--- config.mk ---
export PLATFORM = sky130hd
export DESIGN_NAME = websocket_frame_parser
export DESIGN_NICKNAME = d
export VERILOG_FILES = /design/src/hdl/wfp_pkg.sv /design/src/hdl/wfp_core.sv /design/src/hdl/websocket_frame_parser.sv
export SDC_FILE = /design/constraint.sdc
export NUM_CORES = 1
export LEC_CHECK = 0
export BUFFER_PORTS_ARGS = -buffer_cell sky130_fd_sc_hd__buf_2
export CORE_UTILIZATION = 39
export DETAILED_ROUTE_END_ITERATION = 12
export GPL_TIMING_DRIVEN = 0
export MAX_ROUTING_LAYER = met4
export PLACE_DENSITY = 0.63
export SYNTH_ARGS = -nofsm -noshare
export SYNTH_HDL_FRONTEND = slang
export SYNTH_SLANG_ARGS = --single-unit
--- constraint.sdc ---
create_clock -name clk_i -period 5.31 [get_ports clk_i]
set_input_delay 0.531 -clock clk_i [delete_from_list [all_inputs] [get_ports clk_i]]
set_output_delay 0.531 -clock clk_i [all_outputs]
set_load 0.01 [all_outputs]
--- src/hdl/wfp_pkg.sv ---
// Package for the WebSocket frame parser.
// Holds the phase and event codes, register indexes and the structs shared
// by wfp_core and websocket_frame_parser. No dependencies.
package wfp_pkg;

  localparam int unsigned ConfigIndexWidth = 2;

  localparam logic [6:0] LenCodeExt16 = 7'd126;
  localparam logic [3:0] HeadCountExt16Done = 4'd4;
  localparam logic [3:0] HeadCountExt64Done = 4'd10;

  typedef enum logic [2:0] {
    PhHead0   = 3'd0,
    PhHead1   = 3'd1,
    PhExt16   = 3'd2,
    PhExt64   = 3'd3,
    PhMask    = 3'd4,
    PhPayload = 3'd5
  } phase_e;

  typedef enum logic [2:0] {
    EvHeader   = 3'd0,
    EvComplete = 3'd1,
    EvPayload  = 3'd2,
    EvTrunc    = 3'd3,
    EvClient   = 3'd4
  } event_e;

  typedef enum logic [ConfigIndexWidth-1:0] {
    CfgUnmaskEnable = 2'd0,
    CfgClientCheck  = 2'd1
  } cfg_reg_e;

  typedef struct packed {
    logic unmask_enable;
    logic client_check;
  } cfg_t;

  typedef struct packed {
    event_e      event_res;
    logic        fin_bit;
    logic [2:0]  reserved_bits;
    logic [3:0]  frame_opcode;
    logic        masked;
    logic [63:0] payload_length;
    logic [7:0]  data_out;
    logic        last_of_frame;
    logic [3:0]  header_consumed;
  } res_t;

endpackage

--- src/hdl/wfp_core.sv ---
// Frame state and per-word decode step of the WebSocket frame parser.
// Depends on wfp_pkg for the phase, event, configuration and result types.
module wfp_core (
  input  logic          clk_i,
  input  logic          rst_ni,
  input  logic          step_i,
  input  logic [7:0]    byte_i,
  input  logic          eob_i,
  input  wfp_pkg::cfg_t cfg_i,
  output wfp_pkg::res_t res_o
);

  wfp_pkg::phase_e phase_q, phase_d;
  logic [3:0]  hcount_q, hcount_d;
  logic [8:0]  head_q, head_d;
  logic [63:0] len_q, len_d;
  logic [31:0] key_q, key_d;
  logic [63:0] remain_q, remain_d;
  logic [1:0]  idx_q, idx_d;

  wfp_pkg::event_e ev;
  logic [7:0]  data;
  logic        last;
  logic        hdr_done;
  logic        len_done;
  logic [7:0]  key_byte;
  logic [3:0]  hcount_inc;

  assign key_byte   = key_q[{~idx_q, 3'b000} +: 8];
  assign hcount_inc = hcount_q + 4'd1;

  always_comb begin
    phase_d  = phase_q;
    hcount_d = hcount_q;
    head_d   = head_q;
    len_d    = len_q;
    key_d    = key_q;
    remain_d = remain_q;
    idx_d    = idx_q;
    ev       = wfp_pkg::EvHeader;
    data     = 8'd0;
    last     = 1'b0;
    hdr_done = 1'b0;
    len_done = 1'b0;

    case (phase_q)
      wfp_pkg::PhHead1: begin
        head_d[0] = byte_i[7];
        hcount_d  = 4'd2;
        if (byte_i[6:0] < wfp_pkg::LenCodeExt16) begin
          len_d    = {57'd0, byte_i[6:0]};
          len_done = 1'b1;
        end else if (byte_i[6:0] == wfp_pkg::LenCodeExt16) begin
          phase_d = wfp_pkg::PhExt16;
        end else begin
          phase_d = wfp_pkg::PhExt64;
        end
      end
      wfp_pkg::PhExt16, wfp_pkg::PhExt64: begin
        len_d    = {len_q[55:0], byte_i};
        hcount_d = hcount_inc;
        if ((phase_q == wfp_pkg::PhExt16 && hcount_inc == wfp_pkg::HeadCountExt16Done) ||
            (phase_q == wfp_pkg::PhExt64 && hcount_inc == wfp_pkg::HeadCountExt64Done)) begin
          len_done = 1'b1;
        end
      end
      wfp_pkg::PhMask: begin
        key_d    = {key_q[23:0], byte_i};
        hcount_d = hcount_inc;
        if (idx_q == 2'd3) begin
          hdr_done = 1'b1;
        end else begin
          idx_d = idx_q + 2'd1;
        end
      end
      wfp_pkg::PhPayload: begin
        data     = cfg_i.unmask_enable ? (byte_i ^ key_byte) : byte_i;
        idx_d    = idx_q + 2'd1;
        remain_d = remain_q - 64'd1;
        ev       = wfp_pkg::EvPayload;
        if (remain_d == 64'd0) begin
          last    = 1'b1;
          phase_d = wfp_pkg::PhHead0;
        end
      end
      default: begin
        hcount_d = 4'd1;
        head_d   = {byte_i[7], byte_i[6:4], byte_i[3:0], 1'b0};
        len_d    = 64'd0;
        key_d    = 32'd0;
        remain_d = 64'd0;
        idx_d    = 2'd0;
        phase_d  = wfp_pkg::PhHead1;
      end
    endcase

    // A masked frame still has its key to come once the length is known.
    if (len_done) begin
      if (head_d[0]) begin
        phase_d = wfp_pkg::PhMask;
        idx_d   = 2'd0;
      end else begin
        hdr_done = 1'b1;
      end
    end

    if (hdr_done) begin
      if (cfg_i.client_check && (head_d[7:5] != 3'd0 || !head_d[0])) begin
        ev = wfp_pkg::EvClient;
      end else begin
        ev = wfp_pkg::EvComplete;
      end
      remain_d = len_d;
      idx_d    = 2'd0;
      if (len_d == 64'd0) begin
        last    = 1'b1;
        phase_d = wfp_pkg::PhHead0;
      end else begin
        phase_d = wfp_pkg::PhPayload;
      end
    end

    res_o.fin_bit         = head_d[8];
    res_o.reserved_bits   = head_d[7:5];
    res_o.frame_opcode    = head_d[4:1];
    res_o.masked          = head_d[0];
    res_o.payload_length  = len_d;
    res_o.header_consumed = hcount_d;

    // A frame left open at the end of the buffer is dropped.
    if (eob_i && phase_d != wfp_pkg::PhHead0) begin
      ev      = wfp_pkg::EvTrunc;
      data    = 8'd0;
      last    = 1'b0;
      phase_d = wfp_pkg::PhHead0;
    end

    res_o.event_res     = ev;
    res_o.data_out      = data;
    res_o.last_of_frame = last;
  end

  always_ff @(posedge clk_i or negedge rst_ni) begin
    if (!rst_ni) begin
      phase_q  <= wfp_pkg::PhHead0;
      hcount_q <= 4'd0;
      head_q   <= 9'd0;
      len_q    <= 64'd0;
      key_q    <= 32'd0;
      remain_q <= 64'd0;
      idx_q    <= 2'd0;
    end else if (step_i) begin
      phase_q  <= phase_d;
      hcount_q <= hcount_d;
      head_q   <= head_d;
      len_q    <= len_d;
      key_q    <= key_d;
      remain_q <= remain_d;
      idx_q    <= idx_d;
    end
  end

endmodule

--- src/hdl/websocket_frame_parser.sv ---
// Pipeline: an accepted word is held in the input register, and its result word in the result register.
// Throughput: one byte per cycle, set by the single decode step between the
// input register and the result register; stalls on the output back up to the input.
// Reset: asynchronous, active low; clears the valid flags of both pipeline registers, sets
// unmask_enable to 1 and client_check to 0, and expects the first header byte.
// Top level of the WebSocket frame parser; depends on wfp_pkg and wfp_core.
module websocket_frame_parser (
  input  logic        clk_i,
  input  logic        rst_ni,
  input  logic        in_valid_i,
  output logic        in_ready_o,
  input  logic [7:0]  byte_in_i,
  input  logic        end_of_buffer_i,
  output logic        out_valid_o,
  input  logic        out_ready_i,
  output logic [2:0]  event_res_o,
  output logic        fin_bit_o,
  output logic [2:0]  reserved_bits_o,
  output logic [3:0]  frame_opcode_o,
  output logic        masked_o,
  output logic [63:0] payload_length_o,
  output logic [7:0]  data_out_o,
  output logic        last_of_frame_o,
  output logic [3:0]  header_consumed_o,
  input  logic        cfg_we_i,
  input  logic [wfp_pkg::ConfigIndexWidth-1:0] cfg_index_i,
  input  logic        cfg_data_i
);

  wfp_pkg::cfg_t cfg_q;
  wfp_pkg::res_t res_d, res_q;
  logic       in_valid_q, out_valid_q;
  logic [7:0] byte_q;
  logic       eob_q;
  logic       advance, step;

  assign advance    = !out_valid_q || out_ready_i;
  assign step       = in_valid_q && advance;
  assign in_ready_o = !in_valid_q || advance;

  always_ff @(posedge clk_i or negedge rst_ni) begin
    if (!rst_ni) begin
      cfg_q.unmask_enable <= 1'b1;
      cfg_q.client_check  <= 1'b0;
    end else if (cfg_we_i) begin
      if (cfg_index_i == wfp_pkg::CfgUnmaskEnable) begin
        cfg_q.unmask_enable <= cfg_data_i;
      end
      if (cfg_index_i == wfp_pkg::CfgClientCheck) begin
        cfg_q.client_check <= cfg_data_i;
      end
    end
  end

  always_ff @(posedge clk_i or negedge rst_ni) begin
    if (!rst_ni) begin
      in_valid_q <= 1'b0;
    end else if (in_ready_o) begin
      in_valid_q <= in_valid_i;
    end
  end

  always_ff @(posedge clk_i) begin
    if (in_ready_o && in_valid_i) begin
      byte_q <= byte_in_i;
      eob_q  <= end_of_buffer_i;
    end
  end

  wfp_core u_core (
    .clk_i  (clk_i),
    .rst_ni (rst_ni),
    .step_i (step),
    .byte_i (byte_q),
    .eob_i  (eob_q),
    .cfg_i  (cfg_q),
    .res_o  (res_d)
  );

  always_ff @(posedge clk_i or negedge rst_ni) begin
    if (!rst_ni) begin
      out_valid_q <= 1'b0;
    end else if (advance) begin
      out_valid_q <= in_valid_q;
    end
  end

  always_ff @(posedge clk_i) begin
    if (step) begin
      res_q <= res_d;
    end
  end

  assign out_valid_o       = out_valid_q;
  assign event_res_o       = res_q.event_res;
  assign fin_bit_o         = res_q.fin_bit;
  assign reserved_bits_o   = res_q.reserved_bits;
  assign frame_opcode_o    = res_q.frame_opcode;
  assign masked_o          = res_q.masked;
  assign payload_length_o  = res_q.payload_length;
  assign data_out_o        = res_q.data_out;
  assign last_of_frame_o   = res_q.last_of_frame;
  assign header_consumed_o = res_q.header_consumed;

endmodule

==> metrics, run 1 <==
Worst Path Max Fanout 10; share of layout cells above drive strength 1 0.1339; Tcrit/Tclk final 0.8683; Port Buf Inserts ~110; CP bufs+invs 4; Crit path arrival time between 4 and 5 ns; grt ovf 0; vias in the first global route roughly 12k; post-route setup slack roughly 0.7 ns; Detailed Routing Iterations Pass 1 6; GRT Total Usage 0.2851; via count ~13k; Layout Skew 0.03352 ns; die area approximately 38000 um^2; worst slack after detailed placement 0.8695 ns; vias per cell between 6 and 7; total core area around 37000 um^2; Residual DRC 0; Post-DP HPWL roughly 38000 um; synth warn 0; Worst R2R End event_res_o[0]; worst-margin pin slew 1.175 ns; Layout area overhead 16.29%; Crit-path slowest cell a22oi_1; RSZ-0062 raised after global routing false; Inst Count DP slightly above 2k; Layout Nets around 1.7k; Worst R2R Setup Slack ~0.70 ns; Post-synth EDFFs 98; Final setup viols 0; post-cts resize count 0; Max VDD drop between 0.4 and 0.5 mV; Finished Layout Cells about 2.1k; CTS sink cnt 280; critical-path cell list clkbuf_1 -> nand2b_1 -> clkbuf_1 -> o31ai_1 -> clkbuf_1 -> clkbuf_1 -> a22oi_1 -> nand4_1 -> nor4_1 -> a31oi_1 -> o31a_1 -> a21oi_1 -> o31ai_1; cell taking the most area after synthesis dfrtp_1; largest net degree at the start of global routing between 100 and 150; Async S/R FF share, synth 0.6500; # IOs 108; CP dominant cell by count clkbuf_1; Slew Limit Fails 0; #FFs+latches synth between 200 and 300; # rows 70; clk_lat worst skew about 0.60 ns; Unique masters post-synth 74; initial core utilization 0.3950; outcome completed; hold endpoint byte_q[5]; post-synthesis cell area approximately 14000 um^2; Worst setup SP type register; Mapped Nets approximately 1.5k; Detailed Route Iter0 Violations roughly 1.8k; H-tree Lvls 1; Mean Syn Cell Area between 9 and 10 um^2; worst slew margin relative to its limit 0.2140; Crit Path Category reg2reg; Power Dens Cells about 640 nW/um^2; CP delay by family, top compound AO/OA/AOI/OAI gates; hold path cells 1; CTS tree built; Max clock buf depth 3; antenna fix cells 0; wire per inst 24.57 um; slowest cell delay on critical path between 0.7 and 0.8 ns; first-pass GRT wire length about 79000 um; largest cells by area after synthesis dfrtp_1 (31%), edfxtp_1 (20%), nand2_1 (7.0%); Max Freq 0.2169 GHz; WL final about 52000 um; critical path required time around 5.6 ns; sequential area share after synthesis 0.5197; Fin. Hold Viols 0; total CTS buffers 31; Post-Syn Instances about 1.5k; initial antenna violation count 2; worst min-delay path class in2reg; FF-to-FF Start u_core.phase_q[1]; ys flop type dfrtp_1; worst reg2reg path depth 13; Die H around 190 um; top-area cell type share of the netlist area 0.3139; Horiz. Die Dim between 150 and 200 um; CP Capture Type register; Period minus WS final about 4.6 ns; Worst-path clk slew around 0.070 ns; Placer Congestion 0.9835; Pleak about 7.2 nW; hold path start byte_in_i[5]; clk root buf clkbuf_16; max_cap viols 0; Antenna Nets Post-Route 0
[through the flow]
step	hold WS [ns]	TNS (ns)	power [W]	util	instance area (um^2)
after floorplan	0.2354	0	0.006338	-	14430
after global placement	0.4526	-51.29	0.008163	0.4257	15550
after detailed placement	0.4600	0	0.008191	0.4281	15630
after CTS	0.1189	0	0.01061	0.4594	16780
after global routing	0.1259	0	0.01123	0.4594	16780
final	0.1352	0	0.01072	0.4594	16780
[cell usage after synthesis (15+ instances only)]
library cell,count
nor2_1,59
a21oi_1,39
inv_1,71
o22ai_1,26
xnor2_1,15
nand4_1,17
clkbuf_1,86
nand3_1,20
dfrtp_1,181
or3_1,18
edfxtp_1,98
nor3_1,34
a22o_1,42
nand2_1,268
a22oi_1,57
or4_1,16
o21ai_0,182
nor4_1,34
[where the power goes]
group / internal (W) / switching [W]
registers: 0.00261 / 0.000325
clock network: 0.00147 / 0.000931
logic: 0.00164 / 0.00375
[cells in the final DEF, fill, tap and decap left out, drive strengths merged, types with 42 or more instances in the layout]
master  count
dfrtp     181
nor2       59
o21ai     184
edfxtp     98
inv        74
nor3       46
a22oi      57
buf       127
a22o       42
nand2     268
clkbuf    126
[per-layer routing]
layer,up-vias,wire length [um],GRT usage
met1,6446,22770,0.3984
li1,5794,-,-
met2,773,23200,0.4198
met4,0,1861,0.1058
met5,-,0,-
met3,124,4575,0.04217
[worst max path at each step]
stage                           start                end  cells past startpoint
floorplan                 out_ready_i  u_core.phase_q[1]                      6
global placement          out_ready_i  u_core.phase_q[1]                      7
detailed placement  u_core.phase_q[1]     event_res_o[0]                     13
CTS                 u_core.phase_q[1]     event_res_o[2]                     12
global route        u_core.phase_q[1]     event_res_o[0]                     13
finish              u_core.phase_q[1]     event_res_o[0]                     13
[layout make-up]
| cell class | count | area [um^2] |
|---|---|---|
| fillers | 3406 | 19750 |
| flip-flops and latches | 280 | 7498 |
| multi-input cells | 1042 | 6261 |
| clock buffers | 40 | 849.6 |
| repair buffers | 111 | 623.1 |
| well taps | 468 | 585.6 |
| plain buffers | 103 | 409.1 |
| clock inverters | 18 | 284.0 |
| inverters | 71 | 266.5 |
[kinds of logic after synthesis]
family,synth area share
AND/OR/NAND/NOR,0.1938
AO/OA/AOI/OAI,0.1946
flip-flops,0.5197
buffers and inverters,0.04674
XOR/XNOR,0.01578
multiplexers,0.02237
adder cells (fa/ha/maj),0.006938
[timing repair]
| action | in CTS | in global routing |
|---|---|---|
| endpoints found under the hold margin | 67 | 0 |
| endpoints found under the setup margin | 0 | 0 |
| buffers inserted | 0 | 0 |
| hold buffers | 1 | 0 |
[registers in the layout, summed over array words and instances (netlist names), 2 cells and up]
name	count
u_core.hcount_q	4
payload_length_o	64
header_consumed_o	4
byte_q	8
u_core.len_q	64
u_core.idx_q	2
u_core.remain_q	64
cfg_q	2
u_core.phase_q	3
event_res_o	3
u_core.key_q	32
data_out_o	8
reserved_bits_o	3
u_core.head_q	9
frame_opcode_o	4
Note: power is estimated with default switching activity, not from simulation.
==> run 2, diff against run 1 <==
Settings changed: BUFFER_PORTS_ARGS -buffer_cell sky130_fd_sc_hd__buf_2 to unset, DONT_BUFFER_PORTS set to 1, PLACE_DENSITY 0.63 to 0.6.
==> run 2 against run 1 <==
  * The flow now finishes with violations (negative hold slack)
  * Utilization fell by 1.8 points
  * Sequential cell count did not move
  * Count of clock-buffer cells in the layout rose by 1
  * Clock power fell by 8.7%
  * Hold slack got worse by 0.19 ns
  * Maximum frequency rose by 0.36%
  * Non-clock buffer count fell by 108
  * Sequential power rose by 2%
  * Clock skew rose by 0.0087 ns
  * Sequential share of layout area rose by 1.9 points
==> metrics, run 2 (synthesis gave the netlist of run 1 again) <==
GRT Total Usage 0.2877 (was 0.2851); worst reg2reg path depth 12 (was 13); Period minus WS final 4.594 ns (was 4.610 ns); FF-to-FF Start u_core.phase_q[1] (unchanged); Crit path arrival time 4.91 ns (was 4.90 ns); CP dominant cell by count clkbuf_1 (unchanged); RSZ-0062 raised after global routing false (unchanged); Net Switching 0.005030 W (was 0.005002 W); worst-margin pin slew 1.391 ns (was 1.175 ns); critical-path cell list clkbuf_1 -> nand2b_1 -> clkbuf_1 -> o31ai_1 -> clkbuf_1 -> clkbuf_1 -> a22oi_1 -> nand4_1 -> nor4_1 -> a31oi_1 -> o31a_1 -> or2_1 (was clkbuf_1 -> nand2b_1 -> clkbuf_1 -> o31ai_1 -> clkbuf_1 -> clkbuf_1 -> a22oi_1 -> nand4_1 -> nor4_1 -> a31oi_1 -> o31a_1 -> a21oi_1 -> o31ai_1); WL final 52560 um (was 52410 um); share of layout cells above drive strength 1 0.07074 (was 0.1339); Final setup viols 0 (unchanged); vias in the first global route 12.06k (was 12.45k); Tcrit/Tclk final 0.8651 (was 0.8683); Layout Nets 1556 (was 1665); Crit-path slowest cell a22oi_1 (unchanged); worst min-delay path class in2async (was in2reg); grt ovf 0 (unchanged); Horiz. Die Dim 194.3 um (unchanged); Clk network pwr share 0.209 (was 0.224); Port Buf Inserts 0 (was 107); Worst setup SP type register (unchanged); Layout Skew 0.04221 ns (was 0.03352 ns); Worst-path clk slew 0.07 ns (about the same); Residual DRC 0 (unchanged); Worst R2R Setup Slack 0.72 ns (was 0.70 ns); commonest non-fill, non-tap cell in the layout nand2_1 (unchanged); Max Freq 0.2177 GHz (was 0.2169 GHz); total CTS buffers 30 (was 31); CP startpoint u_core.phase_q[1] (unchanged); post-route setup slack 0.7163 ns (was 0.6995 ns); slowest cell delay on critical path 0.78 ns (was 0.74 ns); Comb power frac 0.505 (was 0.502); # rows 70 (unchanged); Slew Limit Fails 0 (unchanged); # IOs 108 (unchanged); CP Capture Type register (unchanged); Die H 194.3 um (unchanged); wire per inst 25.98 um (was 24.57 um); Antenna Nets Post-Route 0 (unchanged); Placer Congestion 0.9910 (was 0.9835); CTS sink cnt 280 (unchanged); Finished Layout Cells 2023 (was 2133); largest net degree at the start of global routing 183 (was 102); CTS tree built (unchanged); Post-DP HPWL 37710 um (was 37890 um); proportion of power drawn by flip-flops and latches 0.286 (was 0.274); Max clock buf depth 3 (unchanged); vias per cell 6.267 (was 6.159); Min Hold Slack -0.05398 ns (was 0.1352 ns); Crit Path Category reg2reg (unchanged); Max VDD drop 0.3099 mV (was 0.4293 mV); crit path capture event_res_o[1] (was event_res_o[0]); final setup TNS 0 ns (unchanged); via count 12.68k (was 13.14k); Power Dens Cells 650.7 nW/um^2 (was 639.1 nW/um^2); worst slack after detailed placement 0.9454 ns (was 0.8695 ns); fillers 3524 (was 3406); commonest non-fill, non-tap cells in the layout nand2_1 (268), o21ai_0 (182), dfrtp_1 (181), edfxtp_1 (98), clkbuf_1 (93) (was nand2_1 (268), o21ai_0 (182), dfrtp_1 (181), buf_2 (112), edfxtp_1 (98)); Fin. Hold Viols 12 (was 0); die area 37770 um^2 (unchanged); critical path required time 5.63 ns (was 5.60 ns); outcome finished with violations (was completed); Worst R2R End event_res_o[1] (was event_res_o[0]); failing checks negative hold slack; Inst Count DP 1966 (was 2074); Layout area overhead 11.64% (was 16.29%); Pleak 6.700 nW (was 7.229 nW); worst slew margin relative to its limit 0.06397 (was 0.2140); max_cap viols 0 (unchanged); first-pass GRT wire length 79090 um (was 78960 um); Internal 0.005450 W (was 0.005721 W); clk_lat worst skew 0.61 ns (was 0.60 ns); Detailed Route Iter0 Violations 1769 (was 1804); H-tree Lvls 1 (unchanged); Worst Path Max Fanout 10 (unchanged); antenna fix cells 0 (unchanged); clk root buf clkbuf_16 (unchanged); initial core utilization 0.3950 (unchanged); total core area 36520 um^2 (unchanged); initial antenna violation count 1 (was 2); post-cts resize count 0 (unchanged); Sw Ratio 0.4800 (was 0.4665); Detailed Routing Iterations Pass 1 6 (unchanged)
==> run 2: cell types whose count changed in the layout (fill, tap and decap cells not counted) <==
| cell | change |
|---|---|
| buf_2 | -106 |
| buf_8 | -1 |
| bufinv_16 | -4 |
| clkbuf_1 | +2 |
| clkbuf_8 | -1 |
| clkinv_1 | +2 |
| clkinv_2 | -3 |
| clkinv_8 | +1 |
| clkinvlp_4 | +3 |
| dlygate4sd3_1 | -1 |
| inv_6 | -1 |
| inv_8 | -1 |
==> run 2: worst min-delay path by stage <==
stage | start | end | slack, ns | cells after the start
CTS | byte_in_i[0] | byte_q[0] | 0.03 | 0
global route | end_of_buffer_i | eob_q | 0.03 | 0
floorplan | rst_ni | cfg_q[0] | 0.24 | 0
detailed placement | rst_ni | u_core.len_q[35] | 0.24 | 0
finish | rst_ni | u_core.len_q[35] | -0.05 | 1
global placement | rst_ni | u_core.len_q[22] | 0.24 | 0
==> run 2: power groups by stage <==
stage          Sequential [W]  Clock (W)  Combinational, W
5_1_grt               0.00304    0.00230           0.00566
3_5_place_dp          0.00303          0           0.00510
3_3_place_gp          0.00303          0           0.00507
4_1_cts               0.00299    0.00222           0.00515
2_1_floorplan         0.00292          0           0.00341
6_report              0.00300    0.00219           0.00529
==> run 2: area by class of cell <==
| type | count | area (um^2) | share of cell area |
|---|---|---|---|
| Buffer | 103 | 409.1 | 0.02540 |
| Clock buffer | 41 | 843.3 | 0.05236 |
| Clock inverter | 15 | 175.2 | 0.01088 |
| Inverter | 71 | 266.5 | 0.01655 |
| Multi-Input combinational cell | 1042 | 6261 | 0.3887 |
| Sequential cell | 280 | 7498 | 0.4655 |
| Tap cell | 468 | 585.6 | 0.03636 |
| Timing Repair Buffer | 3 | 67.56 | 0.004195 |
==> run 2: layer usage <==
metal / GRT usage / routed length, um
met4: 0.09259 / 1736
met1: 0.3923 / 22540
met2: 0.4253 / 23080
met3: 0.06334 / 5205
met5: - / 0
==> run 2: stage by stage <==
step           power (W)  utilization  hold slack, ns  area (um^2)
2_1_floorplan   0.006338            -          0.2354        14430
3_3_place_gp    0.008108       0.4111          0.2416        15010
3_5_place_dp    0.008126       0.4124          0.2412        15060
4_1_cts          0.01036       0.4410         0.03274        16110
5_1_grt          0.01099       0.4410         0.03372        16110
6_report         0.01048       0.4410        -0.05398        16110
==> run 2: critical path: cells and delay by family (launching register included) <==
| kind | cells | cell delay, ns |
|---|---|---|
| AO/OA/AOI/OAI | 4 | 1.64 |
| buffers and inverters | 4 | 1.30 |
| AND/OR/NAND/NOR | 4 | 1.08 |
| flip-flops | 1 | 0.32 |
==> run 2: timing repair <==
item | CTS | global route
hold buffers | 1 | 0
setup buffers | 0 | 0
hold endpoints to repair | 182 | 0
